--- config.mk ---
export PLATFORM = sky130hd
export DESIGN_NAME = tnf_mul
export DESIGN_NICKNAME = d
export VERILOG_FILES = /design/src/rtl/tnf_pkg.sv /design/src/rtl/tnf_mul.sv
export SDC_FILE = /design/constraint.sdc
export NUM_CORES = 2
export LEC_CHECK = 0
export BUFFER_PORTS_ARGS = -buffer_cell sky130_fd_sc_hd__buf_4
export CELL_PAD_IN_SITES_DETAIL_PLACEMENT = 0
export CELL_PAD_IN_SITES_GLOBAL_PLACEMENT = 1
export CORE_MARGIN = 2
export CORE_UTILIZATION = 40
export DETAILED_ROUTE_END_ITERATION = 16
export GPL_TIMING_DRIVEN = 0
export MAX_ROUTING_LAYER = met4
export PLACE_DENSITY = 0.78
export SLEW_MARGIN = 15
export SYNTH_ARGS = -nofsm -noshare
export SYNTH_HDL_FRONTEND = slang
export SYNTH_SLANG_ARGS = --single-unit
--- constraint.sdc ---
create_clock -name clk_i -period 7.9 [get_ports clk_i]
set_clock_uncertainty 0.2 [all_clocks]
set_input_delay 0 -clock clk_i [delete_from_list [all_inputs] [get_ports clk_i]]
set_output_delay 0 -clock clk_i [all_outputs]
set_load 0.1 [all_outputs]
--- src/rtl/tnf_pkg.sv ---
// tnf_pkg: widths, reset value and the shared type of the thresholded normal filter.
// No dependencies; every other file of the filter depends on this package.
package tnf_pkg;

  localparam int unsigned DATA_W    = 16;
  localparam int unsigned FRAC_BITS = 14;

  // accumulation datapath
  localparam int unsigned ACC_W  = 34;                        // dot product and d
  localparam int unsigned DT_W   = ACC_W - 1 - FRAC_BITS;     // d >> FRAC_BITS, d > 0
  localparam int unsigned W_W    = 2 * DT_W - FRAC_BITS;      // weight
  localparam int unsigned SUM_W  = 48;

  // shared multiplier
  localparam int unsigned MUL_W  = 32;
  localparam int unsigned PROD_W = 2 * MUL_W;

  // normalize datapath: largest magnitude lands with its top bit at MAG_W-1
  localparam int unsigned MAG_W  = 30;
  localparam int unsigned SS_W   = 2 * MAG_W + 2;             // sum of three squares
  localparam int unsigned LEN_W  = MAG_W + 1;                 // floor(sqrt(ss))
  localparam int unsigned NUM_W  = MAG_W + FRAC_BITS + 1;     // rounded dividend

  localparam logic signed [DATA_W-1:0] SIGMA_RST = 16'sd6554;
  localparam logic [DATA_W-1:0] OUT_POS_MAX = 16'h7FFF;
  localparam logic [DATA_W-1:0] OUT_NEG_MAX = 16'h8000;

  typedef logic signed [DATA_W-1:0] data_t;

endpackage

--- src/rtl/tnf_mul.sv ---
// tnf_mul: shared signed multiplier with a registered product.
// Depends on tnf_pkg for operand and product widths.
module tnf_mul (
  input  logic                               clk_i,
  input  logic signed [tnf_pkg::MUL_W-1:0]   a_i,
  input  logic signed [tnf_pkg::MUL_W-1:0]   b_i,
  output logic signed [tnf_pkg::PROD_W-1:0]  p_o
);
  import tnf_pkg::*;

  logic signed [PROD_W-1:0] p_q;

  always_ff @(posedge clk_i) begin
    p_q <= a_i * b_i;
  end

  assign p_o = p_q;

endmodule

==> impl_metrics.tcl <==
set metrics [dict create \
    status "complete, no violations" \
    ys_ff_latch 64 \
    relSlewSlack_pct 44.1 \
    grt_pass1_wl_mm 197 \
    synth_mux_area_share_pct 0 \
    yosys_warnings 0 \
    syn_area_per_cell_um2 9.59 \
    clkTransAtPathRegs_ps 110 \
    required_ps 8010 \
    endpoint_kind "register" \
    place.gp.congestion 1.04 \
    multi_input_area_um2 31700 \
    ys.flop_type "dfxtp_1" \
    synth_compound_area_share_pct 3.46 \
    syn-cell-area_um2 37200 \
    synth_edf_count 0 \
    clk_path_buf_depth 2 \
    drc 0 \
    setup_violations 0 \
    numPortBuffers 128 \
    synth-simple-area-share_pct 15.4 \
    synth-xor-area-share_pct 1.76 \
    path_class "input pin to register" \
    cts_tree "yes" \
    finalMaxSlewViolations 0 \
    rows 111 \
    ioPinCount 129 \
    yosys.area.top_type "fa_1" \
    fmax_mhz 129 \
    grt_max_degree 23 \
    yosysSeqAreaShare_pct 3.44 \
    synth_cells 3884 \
    crit_fanout 10 \
    synth_top_area_share_pct 58.2 \
    clock-sinks 64 \
    synth_area_leaders "fa_1 58%, inv_1 9.6%, and2_1 8.7%, ha_1 6.2%, nand2_1 5.2%" \
    die_y_um 309 \
    period_needed_ps 7720 \
    routed_wirelength_mm 130 \
    dieArea_um2 95600 \
    setup_ws_ps 177 \
    antenna_found_initial 13 \
    core_area_um2 91900 \
    track_usage_pct 29.7 \
    ant_nets 0 \
    wl_per_cell_um 24.4 \
    worst_pin_slew_ps 839 \
    routed_via_density 5.13 \
    grt_pass1_vias 29800 \
    hold_class "input pin to register" \
    layout-drive-gt1-share_pct 8.62 \
    synthAdderAreaFrac_pct 64.3 \
    die_w_um 309 \
    numCtsBuffers 9 \
    maxCapViolations 0 \
    finalNetCount 5374 \
    async_reset_ff_share_pct 0 \
    regArea_um2 1280 \
    initial_core_util_pct 40.5 \
    worstPathArrival_ps 7830 \
    drtPass1Iterations 6 \
    rsz0062_at_grt "true" \
    syn_to_final_growth_pct 8.93 \
    fillers 9115 \
    vias 27200 \
    drt-initial-drc-count 2017 \
    ctsRootBufferMaster "clkbuf_16" \
    dpl.hpwl_mm 113 \
    largest_reg_flops 64 \
    startpoint_type "input pin" \
    dp_slack_ps -1690 \
    fin_hold_ws_ps 121 \
    finalHoldViolCount 0 \
    fin_crit_sh_pct 97.8 \
    grt.overflow.total 0 \
    synth_top_family_by_area "adder cells" \
    fin_setup_tns_ps 0 \
    syn_nets 5215 \
    synthDistinctLibCells 63 \
    htree_levels 3 \
]
[layer usage]
| metal | wire length [µm] | vias to the layer above | GRT usage, % |
|---|---|---|---|
| met5 | 0 | - | - |
| met4 | 5790 | 0 | 10.8 |
| met3 | 11400 | 254 | 6.15 |
| li1 | - | 11400 | - |
| met2 | 60900 | 1141 | 46.7 |
| met1 | 51600 | 14400 | 38.1 |
[critical path, stage by stage]
cell             delay, ps
buf_4                  220
clkdlybuf4s15_2        560
nand2_1                160
fa_1                   440
inv_1                   90
fa_1                   420
inv_1                   80
fa_1                   440
fa_1                   530
inv_1                   60
fa_1                   570
fa_1                   440
fa_1                   580
fa_1                   440
ha_1                   280
clkbuf_1               270
nand2_1                 70
o21ai_0                300
a211oi_1               140
nor2_1                 330
nor2b_1                150
a211oi_4               310
buf_12                 170
a311oi_2               140
o31ai_1                330
a21oi_1                140
xnor2_1                130
[layout make-up]
class                      instances  area share, %
multi-input combinational       2668           78.2
inverter                         952           8.84
tap                             1243           3.83
sequential                        64           3.16
timing repair buffer             150           2.89
buffer                           198           2.32
clock buffer                      12          0.632
antenna                           16         0.0987
clock inverter                     4         0.0709
[synth_stat cells (22+ instances only)]
master	count
a21o_1	23
a21oi_1	68
and2_1	516
clkbuf_1	195
dfxtp_1	64
fa_1	1082
ha_1	184
inv_1	952
nand2_1	511
nor2_1	42
o21ai_0	28
xnor2_1	53
xor2_1	22
[cells in the final DEF (no fill, tap or decap), drive strengths merged, types with 3 or more instances in the layout]
cell type	instances
fa	1082
and2	516
xor2	22
a21boi	3
o21bai	15
and4	4
a31oi	13
a21o	25
nor3	7
o31ai	7
buf	159
or3	5
nor2	42
nand3	15
nand2	511
o21ai	31
clkinvlp	5
a21oi	68
and3	9
dfxtp	64
inv	949
diode	16
nand4	7
ha	184
o21a	4
nand2b	9
o211ai	3
clkbuf	197
nor2b	3
a211oi	8
xnor2	53
dlygate4sd3	3
[stage by stage]
stage	area [µm²]	util [%]	instances
after floorplan	37200	-	3884
after global placement	39800	43.2	5255
after detailed placement	39800	43.3	5256
after CTS	40300	43.9	5283
after global routing	40600	44.1	5301
final	40600	44.1	5307
[logic make-up (layout without fill, tap and decap cells)]
kind of cell    after synthesis  after routing
buf+inv                    1152           1316
flops                        64             64
compound gates              193            193
fa+ha+maj                  1266           1266
other cells                   0             16
xor+xnor                     75             75
simple gates               1134           1134
[path summary, 6_finish.rpt]
| check | from | slack [ps] | depth (start not counted) | to |
|---|---|---|---|---|
| hold / removal | b_i[1] | 120 | 5 | p_o[2] |
| setup / recovery | b_i[17] | 180 | 27 | p_o[63] |
[timing repair]
action	4_1_cts	5_1_grt
pin swaps	3	6
endpoints found under the hold margin	3	0
buffers inserted	10	8
gates resized for setup	85	170
setup endpoints to repair	26	15
hold buffers	3	0
Power is left out: the tool's default activity adds up to more than one toggle a clock period on the data nets, which glitch-free logic cannot reach.
