==> config.mk <==
export PLATFORM = sky130hd
export DESIGN_NAME = tnf_sqrt
export DESIGN_NICKNAME = d
export VERILOG_FILES = /design/src/rtl/tnf_pkg.sv /design/src/rtl/tnf_sqrt.sv
export SDC_FILE = /design/constraint.sdc
export NUM_CORES = 1
export LEC_CHECK = 0
export ABC_AREA = 1
export ABC_CLOCK_PERIOD_IN_PS = 13400
export BUFFER_PORTS_ARGS = -buffer_cell sky130_fd_sc_hd__buf_2
export CORE_MARGIN = 5
export CORE_UTILIZATION = 30
export CTS_CLUSTER_DIAMETER = 120
export DETAILED_ROUTE_END_ITERATION = 8
export PLACE_DENSITY = 0.47
export SLEW_MARGIN = 10
export SYNTH_ARGS = -nofsm -noshare
export SYNTH_HDL_FRONTEND = slang
export SYNTH_SLANG_ARGS = --single-unit
==> constraint.sdc <==
create_clock -name clk_i -period 13.4 [get_ports clk_i]
set_input_delay 2.01 -clock clk_i [delete_from_list [all_inputs] [get_ports clk_i]]
set_output_delay 2.01 -clock clk_i [all_outputs]
set_load 0.005 [all_outputs]
==> src/rtl/tnf_pkg.sv <==
// tnf_pkg: widths, reset value and the shared type of the thresholded normal filter.
// No dependencies; every other file of the filter depends on this package.
package tnf_pkg;

  localparam int unsigned DATA_W    = 16;
  localparam int unsigned FRAC_BITS = 14;

  // accumulation datapath
  localparam int unsigned ACC_W  = 34;                        // dot product and d
  localparam int unsigned DT_W   = ACC_W - 1 - FRAC_BITS;     // d >> FRAC_BITS, d > 0
  localparam int unsigned W_W    = 2 * DT_W - FRAC_BITS;      // weight
  localparam int unsigned SUM_W  = 48;

  // shared multiplier
  localparam int unsigned MUL_W  = 32;
  localparam int unsigned PROD_W = 2 * MUL_W;

  // normalize datapath: largest magnitude lands with its top bit at MAG_W-1
  localparam int unsigned MAG_W  = 30;
  localparam int unsigned SS_W   = 2 * MAG_W + 2;             // sum of three squares
  localparam int unsigned LEN_W  = MAG_W + 1;                 // floor(sqrt(ss))
  localparam int unsigned NUM_W  = MAG_W + FRAC_BITS + 1;     // rounded dividend

  localparam logic signed [DATA_W-1:0] SIGMA_RST = 16'sd6554;
  localparam logic [DATA_W-1:0] OUT_POS_MAX = 16'h7FFF;
  localparam logic [DATA_W-1:0] OUT_NEG_MAX = 16'h8000;

  typedef logic signed [DATA_W-1:0] data_t;

endpackage

==> src/rtl/tnf_sqrt.sv <==
// tnf_sqrt: bit-pair integer square root, one result bit per cycle.
// Depends on tnf_pkg for the operand and root widths.
module tnf_sqrt (
  input  logic                             clk_i,
  input  logic                             rst_ni,
  input  logic                             start_i,
  input  logic [tnf_pkg::SS_W-1:0]         x_i,
  output logic                             done_o,
  output logic [tnf_pkg::LEN_W-1:0]        root_o
);
  import tnf_pkg::*;

  logic [SS_W-1:0] x_q, res_q, bit_q;
  logic            busy_q, done_q;
  logic [SS_W-1:0] trial;
  logic            take;

  assign trial = res_q + bit_q;
  assign take  = (x_q >= trial);

  always_ff @(posedge clk_i or negedge rst_ni) begin
    if (!rst_ni) begin
      busy_q <= 1'b0;
      done_q <= 1'b0;
    end else begin
      done_q <= busy_q && bit_q[0];
      if (start_i) begin
        busy_q <= 1'b1;
      end else if (busy_q && bit_q[0]) begin
        busy_q <= 1'b0;
      end
    end
  end

  always_ff @(posedge clk_i) begin
    if (start_i) begin
      x_q   <= x_i;
      res_q <= '0;
      bit_q <= SS_W'(1) << (SS_W - 2);
    end else if (busy_q) begin
      if (take) begin
        x_q   <= x_q - trial;
        res_q <= (res_q >> 1) + bit_q;
      end else begin
        res_q <= res_q >> 1;
      end
      bit_q <= bit_q >> 2;
    end
  end

  assign done_o = done_q;
  assign root_o = res_q[LEN_W-1:0];

endmodule

==> qor.csv <==
metric;value;unit
nets;3557;
CTS tree;yes;
Post-CTS Setup Bufs;0;
switching pwr;2170;µW
measured slew at the worst slew-check pin;960;ps
status;complete, no violations;
Critical Path RT;13520;ps
DRT Pass-1 Iters;7;
Synth Net Count;3542;
largest net degree at the start of global routing;92;
cts repair resizes;0;
largest family of logic cells by synthesized area;simple AND/OR/NAND/NOR gates;
CTS Buf Count;17;
endpoints failing setup;0;
GP Congestion;0.948;
min Tclk post-route;6400;ps
Post-synth EDFFs;62;
Die X-Extent;262;µm
Synth Register Bits;157;
Max Slew Vio Count;0;
total grt overflow;0;
maxcap violations;0;
Crit Path Max Fanout;91;
vias in the first global route;20600;
worst IR drop on VDD;0.133;mV
Post-Synth Simple-Gate Area;42.5;%
Hold-fix buffers, CTS;0;
Area Overhead vs Synth;8.30;%
H-tree depth;4;
clk sinks;157;
met1 wire length;37700;µm
sequential share of the synthesized area;19.9;%
met3 wire len;3850;µm
Root Buffer;clkbuf_16;
IO Count;97;
die area;68400;µm²
Tot Pwr;3960;µW
crit start category;register;
antenna-violating nets left;0;
distinct cell type count after synthesis;44;
Crit path arrival time;6520;ps
Util after Layout;32.7;%
Die H;262;µm
top sig layer;met4;
Syn Area/Cell;5.67;µm²
Max Clock Skew;25.1;ps
fmax;156;MHz
final wirelength;81000;µm
Power Dens Cells;193;nW/µm²
Sw Ratio;54.7;%
routed len/inst;19.2;µm
CP top delay family;simple AND/OR/NAND/NOR gates;
ANT cells;0;
post-synthesis compound-gate area fraction;13.1;%
hold crit path type;reg -> reg;
# DRC;0;
via count;21100;
Adder-Cell Fraction of Synth Area;8.41;%
Placed Cells;4192;
Worst path slowest cell;buf_4;
Rel. slew slack;35.3;%
Final HPWL DP;67600;µm
synthesized area;19000;µm²
clock-pin slew on the worst setup and hold paths;70;ps
Fillers;7407;
Worst-Skew Late Latency;500;ps
core area;62900;µm²
first-pass GRT wire length;121000;µm
row count;92;
xor and xnor area share after synthesis;3.65;%
starting density of the core;30.2;%
leak pwr;0.00924;µW
Worst path max stage delay;640;ps
Clk network pwr share;12.8;%
CP endpoint kind;register;
share of cells above drive strength 1;4.89;%
Via-to-Cell Ratio;4.99;
internal power;1800;µW
Port Buf Inserts;96;
CP dominant cell by count;nand2_1;
proportion of synthesized area in mux cells;0;%
Final Hold Vio Count;0;
RSZ-0062 raised after global routing;no;
post-route insts no fill;4222;
Total Routing Usage GR;23.3;%
hold slack;513;ps
combinational power share;65.2;%
part of the power in registers;22.1;%
share of flip-flops with an asynchronous set or reset;1.27;%
initial antenna violation count;0;
initial detailed-routing violation count;1669;
metal2 WL;36800;µm
Setup CP Type;reg -> reg;
WP buf/inv;3;
Yosys warning count;0;
Mapped Cells;3350;
Synth Flop Type;dfxtp_1;
CTS Buffer Depth;2;
crit share post-route;47.8;%
final setup TNS;0;ps
==> sequential cells by signal, indices dropped and copies added (netlist names) <==
signal  cells
bit_q      31
busy_q      1
res_q      62
done_o      1
x_q        62
==> cell usage after synthesis, types with 8 or more instances <==
library cell	number	area, µm²
dfxtp_1	93	1860
or2_2	17	106
a21oi_1	234	1170
nand3_1	290	1450
clkbuf_1	51	191
nand4_1	26	163
o21ai_0	172	861
o21bai_1	24	180
xnor2_1	39	342
edfxtp_1	62	1860
nor3_1	31	155
buf_1	8	30.0
nor4_1	8	50.1
ha_1	126	1580
xor2_1	40	350
buf_4	31	233
nor2_1	429	1610
nand2_1	1075	4040
inv_1	465	1750
buf_6	9	101
nand3b_1	49	368
==> final cells by class <==
class	instances	area [µm²]	area share, %
clock buffers	23	520	2.53
clock inverters	7	52.6	0.256
inverters	468	1760	8.55
multi-input cells	2618	12900	62.5
flip-flops and latches	157	3770	18.4
well taps	846	1060	5.15
repair buffers	103	536	2.61
==> worst reg2reg max path, cell delays in order (launching register included) <==
cell,delay (ps)
dfxtp_1,590
ha_1,300
nand2_1,110
nor2_1,290
nand2_1,80
o21ai_0,600
nand2_1,120
nand2_1,200
nand3_1,100
nand2_1,130
nand2_1,70
nand2_1,70
xor2_1,280
ha_1,290
nand2_1,100
inv_1,80
nand2_1,110
nor2_2,210
nand2_1,110
nor2_1,90
nand2_1,60
nand3_1,120
nor2_4,40
buf_4,240
nand2_8,520
nand2_2,260
nand2_2,100
buf_4,640
==> layer usage <==
metal  up-vias  track usage, %
li1      10700               -
met4         0            7.71
met3       103            2.64
met1      9698            31.7
met2       555            38.5
met5         -               0
==> stage by stage <==
| step | area [µm²] | setup WS (ps) |
|---|---|---|
| floorplan | 19000 | 8430 |
| detailed placement | 20000 | 7110 |
| finish | 20600 | 7000 |
| global route | 20600 | 6360 |
| global placement | 20000 | 7100 |
| CTS | 20600 | 7080 |
==> placed cells by master, fill, tap and decap left out, drive strengths merged, types with 6 or more instances in the layout <==
cell and n:
edfxtp 62, nor3 32, buf 103, xor2 40, o21ai 177, clkbuf 23
o21bai 24, a21o 7, nand4 26, nor4 8, ha 126, inv 469
a21oi 234, xnor2 39, a31oi 6, dfxtp 93, nor2 434, nand3 290
nand3b 49, nand2 1079, or2 18, o211ai 7
==> power groups by stage <==
| stage | logic [µW] | registers [µW] | clock network [µW] |
|---|---|---|---|
| 3_5_place_dp | 2560 | 881 | 0 |
| 2_1_floorplan | 1890 | 776 | 0 |
| 5_1_grt | 2890 | 890 | 535 |
| 6_report | 2580 | 874 | 507 |
| 4_1_cts | 2570 | 870 | 520 |
| 3_3_place_gp | 2580 | 879 | 0 |
==> final timing paths <==
check | from | to | slack (ps) | depth (start not counted)
max | res_q[10] | x_q[7] | 7000 | 27
min | res_q[0] | res_q[0] | 510 | 2
max reg2reg | res_q[10] | x_q[7] | 7000 | 27
min reg2reg | res_q[0] | res_q[0] | 510 | 2
max in group asynchronous | rst_ni | busy_q | 12000 | 1
min in group asynchronous | rst_ni | done_o | 1290 | 1
==> kinds of logic (layout without fill, tap and decap cells) <==
family | after synthesis | in the layout
fa+ha+maj | 127 | 127
flops | 157 | 157
compound gates | 470 | 470
buf+inv | 575 | 601
simple gates | 1942 | 1942
xor+xnor | 79 | 79
Note: power is estimated with default switching activity, not from simulation.
