<file path="src/rtl/tnf_pkg.sv">
// tnf_pkg: widths, reset value and the shared type of the thresholded normal filter.
// No dependencies; every other file of the filter depends on this package.
package tnf_pkg;

  localparam int unsigned DATA_W    = 16;
  localparam int unsigned FRAC_BITS = 14;

  // accumulation datapath
  localparam int unsigned ACC_W  = 34;                        // dot product and d
  localparam int unsigned DT_W   = ACC_W - 1 - FRAC_BITS;     // d >> FRAC_BITS, d > 0
  localparam int unsigned W_W    = 2 * DT_W - FRAC_BITS;      // weight
  localparam int unsigned SUM_W  = 48;

  // shared multiplier
  localparam int unsigned MUL_W  = 32;
  localparam int unsigned PROD_W = 2 * MUL_W;

  // normalize datapath: largest magnitude lands with its top bit at MAG_W-1
  localparam int unsigned MAG_W  = 30;
  localparam int unsigned SS_W   = 2 * MAG_W + 2;             // sum of three squares
  localparam int unsigned LEN_W  = MAG_W + 1;                 // floor(sqrt(ss))
  localparam int unsigned NUM_W  = MAG_W + FRAC_BITS + 1;     // rounded dividend

  localparam logic signed [DATA_W-1:0] SIGMA_RST = 16'sd6554;
  localparam logic [DATA_W-1:0] OUT_POS_MAX = 16'h7FFF;
  localparam logic [DATA_W-1:0] OUT_NEG_MAX = 16'h8000;

  typedef logic signed [DATA_W-1:0] data_t;

endpackage

</file>
<file path="src/rtl/tnf_div.sv">
// tnf_div: restoring divider, one quotient bit per cycle.
// Depends on tnf_pkg for the dividend, divisor and quotient widths.
module tnf_div (
  input  logic                         clk_i,
  input  logic                         rst_ni,
  input  logic                         start_i,
  input  logic [tnf_pkg::NUM_W-1:0]    num_i,
  input  logic [tnf_pkg::LEN_W-1:0]    den_i,
  output logic                         done_o,
  output logic [tnf_pkg::NUM_W-1:0]    quo_o
);
  import tnf_pkg::*;

  localparam int unsigned CNT_W = $clog2(NUM_W + 1);

  logic [NUM_W-1:0] num_q;
  logic [LEN_W-1:0] rem_q, den_q;
  logic [CNT_W-1:0] cnt_q;
  logic             busy_q, done_q;
  logic [LEN_W:0]   trial;
  logic             take;

  assign trial = {rem_q, num_q[NUM_W-1]};
  assign take  = (trial >= {1'b0, den_q});

  always_ff @(posedge clk_i or negedge rst_ni) begin
    if (!rst_ni) begin
      busy_q <= 1'b0;
      done_q <= 1'b0;
      cnt_q  <= '0;
    end else begin
      done_q <= busy_q && (cnt_q == CNT_W'(1));
      if (start_i) begin
        busy_q <= 1'b1;
        cnt_q  <= CNT_W'(NUM_W);
      end else if (busy_q) begin
        cnt_q <= cnt_q - CNT_W'(1);
        if (cnt_q == CNT_W'(1)) begin
          busy_q <= 1'b0;
        end
      end
    end
  end

  // dividend shifts out at the top while quotient bits shift in at the bottom
  always_ff @(posedge clk_i) begin
    if (start_i) begin
      num_q <= num_i;
      den_q <= den_i;
      rem_q <= '0;
    end else if (busy_q) begin
      num_q <= {num_q[NUM_W-2:0], take};
      rem_q <= take ? LEN_W'(trial - {1'b0, den_q}) : trial[LEN_W-1:0];
    end
  end

  assign done_o = done_q;
  assign quo_o  = num_q;

endmodule

</file>
<file path="config.mk">
export PLATFORM = sky130hd
export DESIGN_NAME = tnf_div
export DESIGN_NICKNAME = d
export VERILOG_FILES = /design/src/rtl/tnf_pkg.sv /design/src/rtl/tnf_div.sv
export SDC_FILE = /design/constraint.sdc
export NUM_CORES = 1
export LEC_CHECK = 0
export BUFFER_PORTS_ARGS = -buffer_cell sky130_fd_sc_hd__clkbuf_2
export CORE_MARGIN = 4
export CORE_UTILIZATION = 55
export CTS_CLUSTER_DIAMETER = 120
export DETAILED_ROUTE_END_ITERATION = 8
export PLACE_DENSITY = 0.79
export RECOVER_POWER = 25
export SETUP_SLACK_MARGIN = 0.02
export SYNTH_ARGS = -nofsm -noshare
export SYNTH_HDL_FRONTEND = slang
export SYNTH_SLANG_ARGS = --single-unit
</file>
<file path="constraint.sdc">
create_clock -name clk_i -period 7.7 [get_ports clk_i]
set_clock_uncertainty 0.05 [all_clocks]
set_input_delay 0.77 -clock clk_i [delete_from_list [all_inputs] [get_ports clk_i]]
set_output_delay 0.77 -clock clk_i [all_outputs]
set_load 0.01 [all_outputs]
</file>
==> results.sh, run 1 <==
export IMPL_run_status="complete, but fails checks"
export IMPL_failed_checks="capacitance limit, slew limit"
export IMPL_synth_async_sr_flop_share_pct=6.96
export IMPL_dp_slack_ns=4.23
export IMPL_numPortBuffers=124
export IMPL_die_w_um=117
export IMPL_worstSetupEndpointType="flip-flop"
export IMPL_yosysWarningCount=0
export IMPL_number_of_nets_in_the_final_layout=857
export IMPL_utilization_pct=67.5
export IMPL_use_met3_pct=8.04
export IMPL_yosysSeqAreaShare_pct=47.2
export IMPL_dr_first_iter_drc_count=502
export IMPL_post_route_cells_drive_above_1_share_pct=28.3
export IMPL_synthesis_area_um2=6580
export IMPL_power_density_nw_per_um2=248
export IMPL_grt_pass1_wl_mm=26.4
export IMPL_grt_busiest_layer="met2"
export IMPL_die_height_um=117
export IMPL_via_count=5418
export IMPL_critical_path_required_ns=7.96
export IMPL_cap_viol_max_count=1
export IMPL_drt_first_pass_iters=7
export IMPL_synth_main_ff_cell="sky130_fd_sc_hd__edfxtp_1"
export IMPL_initial_utilization_pct=56.9
export IMPL_post_dp_cell_area_um2=7270
export IMPL_track_usage_pct=23.4
export IMPL_fp_dieArea_um2=13800
export IMPL_cts_htree_levels=4
export IMPL_post_cts_hold_buffer_count=0
export IMPL_critPathLaunchType="input port"
export IMPL_worst_skew_pair_late_latency_ns=0.43
export IMPL_coreArea_um2=11600
export IMPL_maximum_fanout_encountered_on_the_critical_timing_path=64
export IMPL_pins_over_their_slew_limit=65
export IMPL_hold_path_class="in -> async"
export IMPL_cts_buffers_inserted=17
export IMPL_crit_arrival_ns=5.01
export IMPL_final_min_period_over_clock_period_pct=61.7
export IMPL_timing_worst_setup_path_type="in -> reg"
export IMPL_synth_instances=628
export IMPL_drc=0
export IMPL_groute_layer_met2_usage_pct=37.4
export IMPL_synth_edff_count=76
export IMPL_grt_remaining_overflow=0
export IMPL_synth_largest_area_cell="sky130_fd_sc_hd__edfxtp_1"
export IMPL_dp_hpwl_mm=10.9
export IMPL_wl_per_cell_um=17.4
export IMPL_grt_start_max_net_pins=65
export IMPL_worst_margin_pin_slew_ns=3.26
export IMPL_wirelength_mm=15.7
export IMPL_rows=39
export IMPL_post_cts_buffers=0
export IMPL_routability_driven_placement_congestion_ratio=0.912
export IMPL_worst_r2r_cell_count=12
export IMPL_yosysTopAreaCellShare_pct=34.7
export IMPL_min_period_ns=4.75
export IMPL_final_antenna_net_count=0
export IMPL_vias_in_the_first_global_route=5541
export IMPL_power_leakage_nw=3.43
export IMPL_synth_nets=741
export IMPL_irDropWorstVdd_v=0.000175
export IMPL_final_hold_violation_count=0
export IMPL_finalWorstSetupSlack_ns=2.95
export IMPL_max_slew_margin_rel_pct=-118
export IMPL_clock_fmax_ghz=0.210
export IMPL_clock_slew_at_reported_path_ffs_ns=0.06
export IMPL_fin_tns_setup_ns=0
export IMPL_diodes=0
export IMPL_met1_usage_pct=29.1
export IMPL_grt_antenna_before_repair=0
export IMPL_cts_root_to_sink_buffers=2
export IMPL_post_drt_via_cell_ratio=6.02
export IMPL_clock_sink_count=115
export IMPL_power_total_mw=1.94
export IMPL_io_pin_count=125
export IMPL_area_added_between_synthesis_and_finish_pct=18.7
export IMPL_synth_distinct_cells=70
export IMPL_grt_setup_unrepaired="false"
export IMPL_cts_resized=0
export IMPL_synthesis_area_per_instance_um2=10.5
export IMPL_tritoncts="done"
export IMPL_report_final_setup_viol=0
export IMPL_post_synth_main_area_contributors="sky130_fd_sc_hd__edfxtp_1 35%, sky130_fd_sc_hd__dfxtp_1 9.4%, sky130_fd_sc_hd__mux2_2 7.9%"
export IMPL_final_cell_area_um2=7810
export IMPL_cts_root_buffer_cell="sky130_fd_sc_hd__clkbuf_16"
export IMPL_yosys_register_bits=115
[worst max-delay path: stages]
cell and delay [ns]:
sky130_fd_sc_hd__clkbuf_1 2.26, sky130_fd_sc_hd__buf_4 0.75, sky130_fd_sc_hd__inv_1 0.39, sky130_fd_sc_hd__nand2_1 0.28
sky130_fd_sc_hd__a31oi_1 0.09, sky130_fd_sc_hd__and4_1 0.21, sky130_fd_sc_hd__a211o_1 0.22
[metal layers]
layer,vias to the layer above,wire length (µm)
met5,-,0
met4,0,314
met3,36,1420
met2,265,7410
met1,2541,6550
li1,2576,-
[Yosys cell counts (3+ instances only)]
cell type	instances
sky130_fd_sc_hd__nand4_1	8
sky130_fd_sc_hd__nand2_1	75
sky130_fd_sc_hd__o21a_1	5
sky130_fd_sc_hd__a21o_1	21
sky130_fd_sc_hd__nand2b_1	4
sky130_fd_sc_hd__nor3_1	5
sky130_fd_sc_hd__dfrtp_1	8
sky130_fd_sc_hd__buf_2	12
sky130_fd_sc_hd__and2_1	3
sky130_fd_sc_hd__dfxtp_1	31
sky130_fd_sc_hd__o21ai_1	4
sky130_fd_sc_hd__edfxtp_1	76
sky130_fd_sc_hd__a211o_1	4
sky130_fd_sc_hd__a31oi_1	5
sky130_fd_sc_hd__buf_1	4
sky130_fd_sc_hd__or3_1	10
sky130_fd_sc_hd__mux2_2	46
sky130_fd_sc_hd__o21ai_0	20
sky130_fd_sc_hd__xnor2_1	12
sky130_fd_sc_hd__clkbuf_1	13
sky130_fd_sc_hd__a311oi_1	18
sky130_fd_sc_hd__nor2_1	41
sky130_fd_sc_hd__ha_1	33
sky130_fd_sc_hd__xor2_1	9
sky130_fd_sc_hd__o31ai_1	7
sky130_fd_sc_hd__inv_1	39
sky130_fd_sc_hd__nand3_1	19
sky130_fd_sc_hd__a41oi_1	4
sky130_fd_sc_hd__nor4_1	6
sky130_fd_sc_hd__a211oi_1	4
sky130_fd_sc_hd__a21oi_1	29
sky130_fd_sc_hd__and3_1	5
[cells by family (layout without fill, tap and decap cells)]
family	count (synthesis)	count (layout)	synth area share, %
buf+inv	72	201	4.53
mux	48	48	8.18
xor+xnor	21	21	2.80
simple gates	188	188	13.8
flops	115	115	47.2
compound gates	150	150	17.0
fa+ha+maj	34	34	6.58
[state kept, by name, indices dropped and copies added, names as in the netlist]
name	flops
rem_q	31
done_o	1
den_q	31
cnt_q	6
busy_q	1
quo_o	45
[layout make-up]
type	count	area, µm²
Clock inverter	12	81.3
Sequential cell	115	3100
Multi-Input combinational cell	441	3180
Clock buffer	20	467
Inverter	40	150
Fill cell	873	3750
Timing Repair Buffer	129	653
Tap cell	143	179
[power breakdown]
| group | switching (mW) | leakage [nW] | internal [mW] |
|---|---|---|---|
| clock | 0.290 | 0.258 | 0.434 |
| sequential | 0.0418 | 1.12 | 0.729 |
| combinational | 0.255 | 2.05 | 0.189 |
[final timing paths]
check | start | end | slack [ns]
max | start_i | rem_q[26] | 2.95
min | rst_ni | busy_q | 0.20
max reg2reg | quo_o[44] | rem_q[26] | 4.17
min reg2reg | rem_q[1] | rem_q[1] | 0.44
max in group asynchronous | rst_ni | cnt_q[2] | 7.12
min in group clk_i | rem_q[1] | rem_q[1] | 0.44
[through the flow]
step | cells | hold slack, ns
4_1_cts | 900 | 0.123
5_1_grt | 900 | 0.228
2_1_floorplan | 628 | 0.409
3_3_place_gp | 868 | 0.422
3_5_place_dp | 868 | 0.430
6_report | 900 | 0.195
[cell usage in the layout, fill, tap and decap left out, types with 3 or more instances in the layout]
cell,count
sky130_fd_sc_hd__clkbuf_16,17
sky130_fd_sc_hd__a211oi_1,4
sky130_fd_sc_hd__dfrtp_1,8
sky130_fd_sc_hd__clkbuf_1,4
sky130_fd_sc_hd__o21a_1,5
sky130_fd_sc_hd__nand2_1,75
sky130_fd_sc_hd__clkinv_1,5
sky130_fd_sc_hd__dfxtp_1,31
sky130_fd_sc_hd__edfxtp_1,76
sky130_fd_sc_hd__o21ai_1,4
sky130_fd_sc_hd__clkbuf_8,3
sky130_fd_sc_hd__inv_1,38
sky130_fd_sc_hd__xor2_1,9
sky130_fd_sc_hd__o31ai_1,7
sky130_fd_sc_hd__or3_1,10
sky130_fd_sc_hd__mux2_2,46
sky130_fd_sc_hd__a311oi_1,18
sky130_fd_sc_hd__and2_1,3
sky130_fd_sc_hd__o21ai_0,20
sky130_fd_sc_hd__xnor2_1,12
sky130_fd_sc_hd__nand2b_1,4
sky130_fd_sc_hd__a41oi_1,4
sky130_fd_sc_hd__a31oi_1,5
sky130_fd_sc_hd__a211o_1,4
sky130_fd_sc_hd__nor3_1,5
sky130_fd_sc_hd__clkbuf_2,120
sky130_fd_sc_hd__a21oi_1,29
sky130_fd_sc_hd__buf_4,5
sky130_fd_sc_hd__clkinvlp_4,4
sky130_fd_sc_hd__a21o_1,21
sky130_fd_sc_hd__nor2_1,41
sky130_fd_sc_hd__nor4_1,6
sky130_fd_sc_hd__nand3_1,19
sky130_fd_sc_hd__and3_1,5
sky130_fd_sc_hd__nand4_1,8
sky130_fd_sc_hd__ha_1,33
Note: power is estimated with default switching activity, not from simulation.
==> inputs of run 2 (changes only) <==
==> constraint.sdc (replaced) <==
create_clock -name clk_i -period 5 [get_ports clk_i]
set_clock_uncertainty 0.05 [all_clocks]
set_input_delay 0.5 -clock clk_i [delete_from_list [all_inputs] [get_ports clk_i]]
set_output_delay 0.5 -clock clk_i [all_outputs]
set_load 0.01 [all_outputs]
==> run 2 against run 1 <==
Net effect:
- the flow now finishes without violations
- count of clock-buffer cells in the layout up 1
- global-route usage decreased by 0.45 points
- total power rose by 51%
- via count is 3.4% lower
- setup slack lost 1.4 ns
- wire length down 2.6%
- hold slack improved by 0.0085 ns
- critical path depth up 5
- flip-flop and latch count stayed put
- sequential share of layout area rose by 0.057 points
- critical endpoint is now rem_q[18]
- highest routed layer unchanged
==> results.sh, run 2 (same netlist as run 1, synthesis figures left out) <==
export IMPL_run_status="completed"
export IMPL_cts_buffers_inserted=17
export IMPL_drc=0
export IMPL_pins_over_their_slew_limit=0
export IMPL_cts_htree_levels=4
export IMPL_final_hold_violation_count=0
export IMPL_holdCritStartpoint="den_i[14]"
export IMPL_initial_utilization_pct=56.9
export IMPL_power_frac_seq_pct=40.5
export IMPL_fin_tns_setup_ns=0
export IMPL_launching_instance_or_port_of_the_critical_path="quo_o[44]"
export IMPL_irDropWorstVdd_v=0.000247
export IMPL_numPortBuffers=124
export IMPL_largest_register_ffs=45
export IMPL_power_share_clock_pct=36.4
export IMPL_power_density_nw_per_um2=376
export IMPL_power_switching_fraction_pct=30.1
export IMPL_power_leakage_nw=3.44
export IMPL_r2r_start="quo_o[44]"
export IMPL_fp_dieArea_um2=13800
export IMPL_holdWs_ns=0.204
export IMPL_grt_antenna_before_repair=0
export IMPL_coreArea_um2=11600
export IMPL_worstSetupEndpointType="flip-flop"
export IMPL_final_antenna_net_count=0
export IMPL_post_drt_via_cell_ratio=5.80
export IMPL_power_total_mw=2.93
export IMPL_report_final_setup_viol=0
export IMPL_min_period_ns=3.46
export IMPL_clock_slew_at_reported_path_ffs_ns=0.06
export IMPL_cts_root_buffer_cell="sky130_fd_sc_hd__clkbuf_16"
export IMPL_final_min_period_over_clock_period_pct=69.1
export IMPL_wl_per_cell_um=17.0
export IMPL_final_common_cell="sky130_fd_sc_hd__clkbuf_2"
export IMPL_wirelength_mm=15.3
export IMPL_grt_remaining_overflow=0
export IMPL_post_cts_hold_buffer_count=1
export IMPL_die_height_um=117
export IMPL_critPathLaunchType="flip-flop"
export IMPL_clock_sink_count=115
export IMPL_clock_fmax_ghz=0.289
export IMPL_grt_pass1_wl_mm=25.8
export IMPL_worst_skew_pair_late_latency_ns=0.42
export IMPL_cap_viol_max_count=0
export IMPL_maximum_fanout_encountered_on_the_critical_timing_path=21
export IMPL_number_of_nets_in_the_final_layout=859
export IMPL_dp_hpwl_mm=10.8
export IMPL_die_w_um=117
export IMPL_tritoncts="done"
export IMPL_dr_first_iter_drc_count=367
export IMPL_critical_path_required_ns=5.28
export IMPL_vias_in_the_first_global_route=5438
export IMPL_grt_start_max_net_pins=60
export IMPL_rows=39
export IMPL_hold_path_class="in -> reg"
export IMPL_power_frac_comb_pct=23.2
export IMPL_worst_margin_pin_slew_ns=0.874
export IMPL_crit_arrival_ns=3.74
export IMPL_total_switching_power_uw=881
export IMPL_timing_worst_setup_path_type="reg -> reg"
export IMPL_diodes=0
export IMPL_drt_first_pass_iters=6
export IMPL_post_cts_buffers=0
export IMPL_cts_resized=0
export IMPL_track_usage_pct=22.9
export IMPL_area_added_between_synthesis_and_finish_pct=18.6
export IMPL_p_int_mw=2.05
export IMPL_max_slew_margin_rel_pct=41.6
export IMPL_grt_setup_unrepaired="false"
export IMPL_most_common_layout_cells="119 x sky130_fd_sc_hd__clkbuf_2, 76 x sky130_fd_sc_hd__edfxtp_1, 75 x sky130_fd_sc_hd__nand2_1"
export IMPL_routability_driven_placement_congestion_ratio=0.884
export IMPL_io_pin_count=125
export IMPL_via_count=5234
export IMPL_cts_root_to_sink_buffers=2
export IMPL_post_route_cells_drive_above_1_share_pct=28.2
-- run 2: layout make-up --
type	count	area, µm²
clock buffers	21	450
clock inverters	11	66.3
fillers	868	3760
inverters	40	150
multi-input cells	441	3180
flip-flops and latches	115	3100
well taps	143	179
repair buffers	131	673
-- run 2: worst paths after layout --
kind	endpoint	slack, ns	cells after the start
max	rem_q[18]	1.54	12
min	den_q[14]	0.20	1
max reg2reg	rem_q[18]	1.54	12
min reg2reg	rem_q[1]	0.44	2
max in group asynchronous	cnt_q[3]	4.13	2
min in group asynchronous	cnt_q[2]	0.48	2
-- run 2: power groups by stage --
stage                     sequential, mW  combinational (mW)  clock [mW]
after floorplan                     1.20               0.478           0
after global placement              1.20               0.654           0
after detailed placement            1.20               0.670           0
after CTS                           1.19               0.675        1.08
after global routing                1.20               0.751        1.13
final                               1.19               0.679        1.07
-- run 2: metal layers --
metal  GRT usage, %  share of wire (%)  vias up
met3           7.75                7.8       22
li1               -                  -     2574
met5              0                  0        -
met2           37.5                 48      193
met1           28.2                 43     2445
met4           8.58                1.6        0
-- run 2: worst max-delay path: stages (launching register included) --
cell	delay (ns)
sky130_fd_sc_hd__edfxtp_1	0.37
sky130_fd_sc_hd__inv_1	0.06
sky130_fd_sc_hd__ha_1	0.23
sky130_fd_sc_hd__fa_1	0.45
sky130_fd_sc_hd__nor2b_4	0.15
sky130_fd_sc_hd__o2111ai_2	0.13
sky130_fd_sc_hd__a21oi_1	0.26
sky130_fd_sc_hd__nor3_4	0.12
sky130_fd_sc_hd__a2111oi_4	0.48
sky130_fd_sc_hd__nor3_4	0.20
sky130_fd_sc_hd__buf_4	0.24
sky130_fd_sc_hd__or3b_1	0.40
sky130_fd_sc_hd__a311oi_2	0.23
-- run 2: stage by stage --
step / util (%) / instance area [µm²] / setup slack [ns] / instances
global route: 67.4 / 7800 / 1.23 / 902
CTS: 67.5 / 7800 / 1.53 / 902
detailed placement: 62.9 / 7280 / 1.55 / 869
finish: 67.4 / 7800 / 1.54 / 902
floorplan: - / 6580 / 2.05 / 628
global placement: 62.9 / 7280 / 1.67 / 869
==> inputs of run 3 (changes only) <==
--- a/config.mk
+++ b/config.mk
@@ -7,10 +7,10 @@
 export LEC_CHECK = 0
 export BUFFER_PORTS_ARGS = -buffer_cell sky130_fd_sc_hd__clkbuf_2
 export CORE_MARGIN = 4
-export CORE_UTILIZATION = 55
+export CORE_UTILIZATION = 51
 export CTS_CLUSTER_DIAMETER = 120
 export DETAILED_ROUTE_END_ITERATION = 8
-export PLACE_DENSITY = 0.79
+export PLACE_DENSITY = 0.77
 export RECOVER_POWER = 25
 export SETUP_SLACK_MARGIN = 0.02
 export SYNTH_ARGS = -nofsm -noshare
==> constraint.sdc (replaced) <==
create_clock -name clk_i -period 2.9 [get_ports clk_i]
set_clock_uncertainty 0.05 [all_clocks]
set_input_delay 0.29 -clock clk_i [delete_from_list [all_inputs] [get_ports clk_i]]
set_output_delay 0.29 -clock clk_i [all_outputs]
set_load 0.01 [all_outputs]
==> run 3 against run 2 <==
Net effect:
- the run now ends with capacitance limit, slew limit, setup timing left
- sequential power increased by 73%
- via count up 15%
- largest power group unchanged
- critical path type unchanged
- critical path depth rose by 1
- global-route usage is 1.7 points higher
- cell count is 13% higher
- sequential share of layout area shrank 6.0 points
- fmax is 15% higher
- register-to-register slack got worse by 1.7 ns
- first-iteration DRC count is 60% higher
- die area is 7.3% higher
- setup slack got worse by 1.7 ns
==> results.sh, run 3 (same netlist as run 1, synthesis figures left out) <==
export IMPL_hold_path_class="in -> reg"
export IMPL_holdWs_ns=0.0391
export IMPL_final_common_cell="sky130_fd_sc_hd__clkbuf_2"
export IMPL_final_hold_violation_count=0
export IMPL_largest_register_ffs=45
export IMPL_cts_buffers_inserted=17
export IMPL_min_period_ns=3.02
export IMPL_pins_over_their_slew_limit=43
export IMPL_r2r_end="rem_q[22]"
export IMPL_die_w_um=122
export IMPL_die_height_um=122
export IMPL_worst_skew_pair_late_latency_ns=0.42
export IMPL_grt_antenna_before_repair=0
export IMPL_diodes=0
export IMPL_irDropWorstVdd_v=0.000476
export IMPL_grt_remaining_overflow=0
export IMPL_post_route_cells_drive_above_1_share_pct=40.9
export IMPL_worst_r2r_cell_count=13
export IMPL_tritoncts="done"
export IMPL_worst_hold_path_num_cells=1
export IMPL_drc=0
export IMPL_clock_fmax_ghz=0.332
export IMPL_critical_path_required_ns=3.19
export IMPL_coreArea_um2=12600
export IMPL_worstSetupEndpointType="flip-flop"
export IMPL_numPortBuffers=124
export IMPL_hold_path_end="den_q[13]"
export IMPL_drt_first_pass_iters=5
export IMPL_area_added_between_synthesis_and_finish_pct=39.8
export IMPL_critPathLaunchType="flip-flop"
export IMPL_final_antenna_net_count=0
export IMPL_clock_slew_at_reported_path_ffs_ns=0.06
export IMPL_cap_viol_max_count=1
export IMPL_worst_margin_pin_slew_ns=2.20
export IMPL_wl_per_cell_um=18.9
export IMPL_power_density_nw_per_um2=636
export IMPL_timing_worst_setup_path_type="reg -> reg"
export IMPL_final_min_period_over_clock_period_pct=104
export IMPL_dp_hpwl_mm=12.3
export IMPL_grt_start_max_net_pins=46
export IMPL_post_dp_cell_area_um2=7600
export IMPL_multi_input_area_um2=3610
export IMPL_number_of_nets_in_the_final_layout=951
export IMPL_cts_htree_levels=4
export IMPL_fill_cells=873
export IMPL_crit_arrival_ns=3.31
export IMPL_power_leakage_nw=3.99
export IMPL_track_usage_pct=24.6
export IMPL_via_count=6009
export IMPL_post_drt_via_cell_ratio=5.87
export IMPL_most_common_layout_cells="119 x sky130_fd_sc_hd__clkbuf_2, 76 x sky130_fd_sc_hd__edfxtp_1, 64 x sky130_fd_sc_hd__nand2_1"
export IMPL_report_final_setup_viol=15
export IMPL_initial_utilization_pct=52.1
export IMPL_dr_first_iter_drc_count=586
export IMPL_rows=41
export IMPL_r2r_setup_slack_ns=-0.12
export IMPL_grt_pass1_wl_mm=28.8
export IMPL_maximum_fanout_encountered_on_the_critical_timing_path=6
export IMPL_failed_checks="capacitance limit, slew limit, setup timing"
export IMPL_io_pin_count=125
export IMPL_cts_root_buffer_cell="sky130_fd_sc_hd__clkbuf_16"
export IMPL_final_cell_area_um2=9200
export IMPL_run_status="complete, but fails checks"
export IMPL_max_slew_margin_rel_pct=-46.4
export IMPL_fp_dieArea_um2=14800
export IMPL_finalWorstSetupSlack_ns=-0.116
export IMPL_grt_setup_unrepaired="true"
export IMPL_vias_in_the_first_global_route=6025
export IMPL_cts_root_to_sink_buffers=2
export IMPL_holdCritStartpoint="den_i[13]"
export IMPL_wirelength_mm=19.3
export IMPL_clock_sink_count=115
export IMPL_r2r_start="quo_o[44]"
export IMPL_routability_driven_placement_congestion_ratio=0.927
export IMPL_ff_latch_area_um2=3100
## run 3: cell types whose count changed in the layout (fill, tap and decap cells not counted), sizes merged
cell         change
buf             +60
bufinv           +2
clkbuf           +2
clkinv           -3
clkinvlp         +1
dlygate4sd3     +28
inv              +2
## run 3: stage by stage
step | cells | util (%) | setup WS, ns | power (mW) | setup TNS [ns]
finish | 1023 | 72.9 | -0.116 | 5.85 | -0.748
CTS | 1003 | 67.9 | -0.00663 | 5.50 | -0.00663
floorplan | 628 | - | 0.0222 | 2.90 | 0
global placement | 936 | 60.3 | 0.0236 | 3.31 | 0
detailed placement | 936 | 60.3 | -0.0791 | 3.36 | -0.377
global route | 1023 | 72.9 | -0.206 | 6.09 | -3.47
## run 3: power by group
part           switching [mW]  internal, mW
Clock                   0.782          1.28
Combinational           0.895         0.830
Sequential              0.123          1.93
## run 3: layout make-up
class,instances,area share (%)
clock buffer,19,4.82
clock inverter,13,1.44
inverter,40,1.63
multi-input combinational,441,39.3
sequential,115,33.8
tap,172,2.34
timing repair buffer,223,16.7
## run 3: how the worst max path moves through the flow
stage | endpoint | startpoint
2_1_floorplan | rem_q[26] | quo_o[44]
3_3_place_gp | rem_q[26] | quo_o[44]
3_5_place_dp | rem_q[9] | quo_o[44]
4_1_cts | rem_q[9] | den_q[25]
5_1_grt | rem_q[22] | quo_o[44]
6_report | rem_q[22] | quo_o[44]
## run 3: metal layers
layer | wire length (µm) | up-vias | share of wire [%] | track usage (%)
met5 | 0 | - | 0 | 0
met4 | 574 | 0 | 3.0 | 9.03
met3 | 1600 | 60 | 8.3 | 8.40
met2 | 9510 | 310 | 49 | 41.6
met1 | 7610 | 2876 | 39 | 29.2
li1 | - | 2763 | - | -
## run 3: critical path, stage by stage (launching register included)
cell and delay [ns]:
sky130_fd_sc_hd__edfxtp_1 0.37, sky130_fd_sc_hd__inv_1 0.08, sky130_fd_sc_hd__ha_2 0.19, sky130_fd_sc_hd__fa_2 0.37, sky130_fd_sc_hd__nor2b_4 0.13, sky130_fd_sc_hd__o2111ai_2 0.13
sky130_fd_sc_hd__a21oi_2 0.21, sky130_fd_sc_hd__nor3_4 0.09, sky130_fd_sc_hd__a2111oi_4 0.39, sky130_fd_sc_hd__nor3_4 0.09, sky130_fd_sc_hd__buf_4 0.16, sky130_fd_sc_hd__buf_6 0.13
sky130_fd_sc_hd__or3_4 0.40, sky130_fd_sc_hd__a31oi_4 0.14
## run 3: timing repair
item,CTS,global route
setup buffers,5,18
endpoints found under the setup margin,27,30
pin swaps,3,35
resized for setup,16,86
gates cloned,1,3
hold buffers,29,0
hold endpoints to repair,36,0
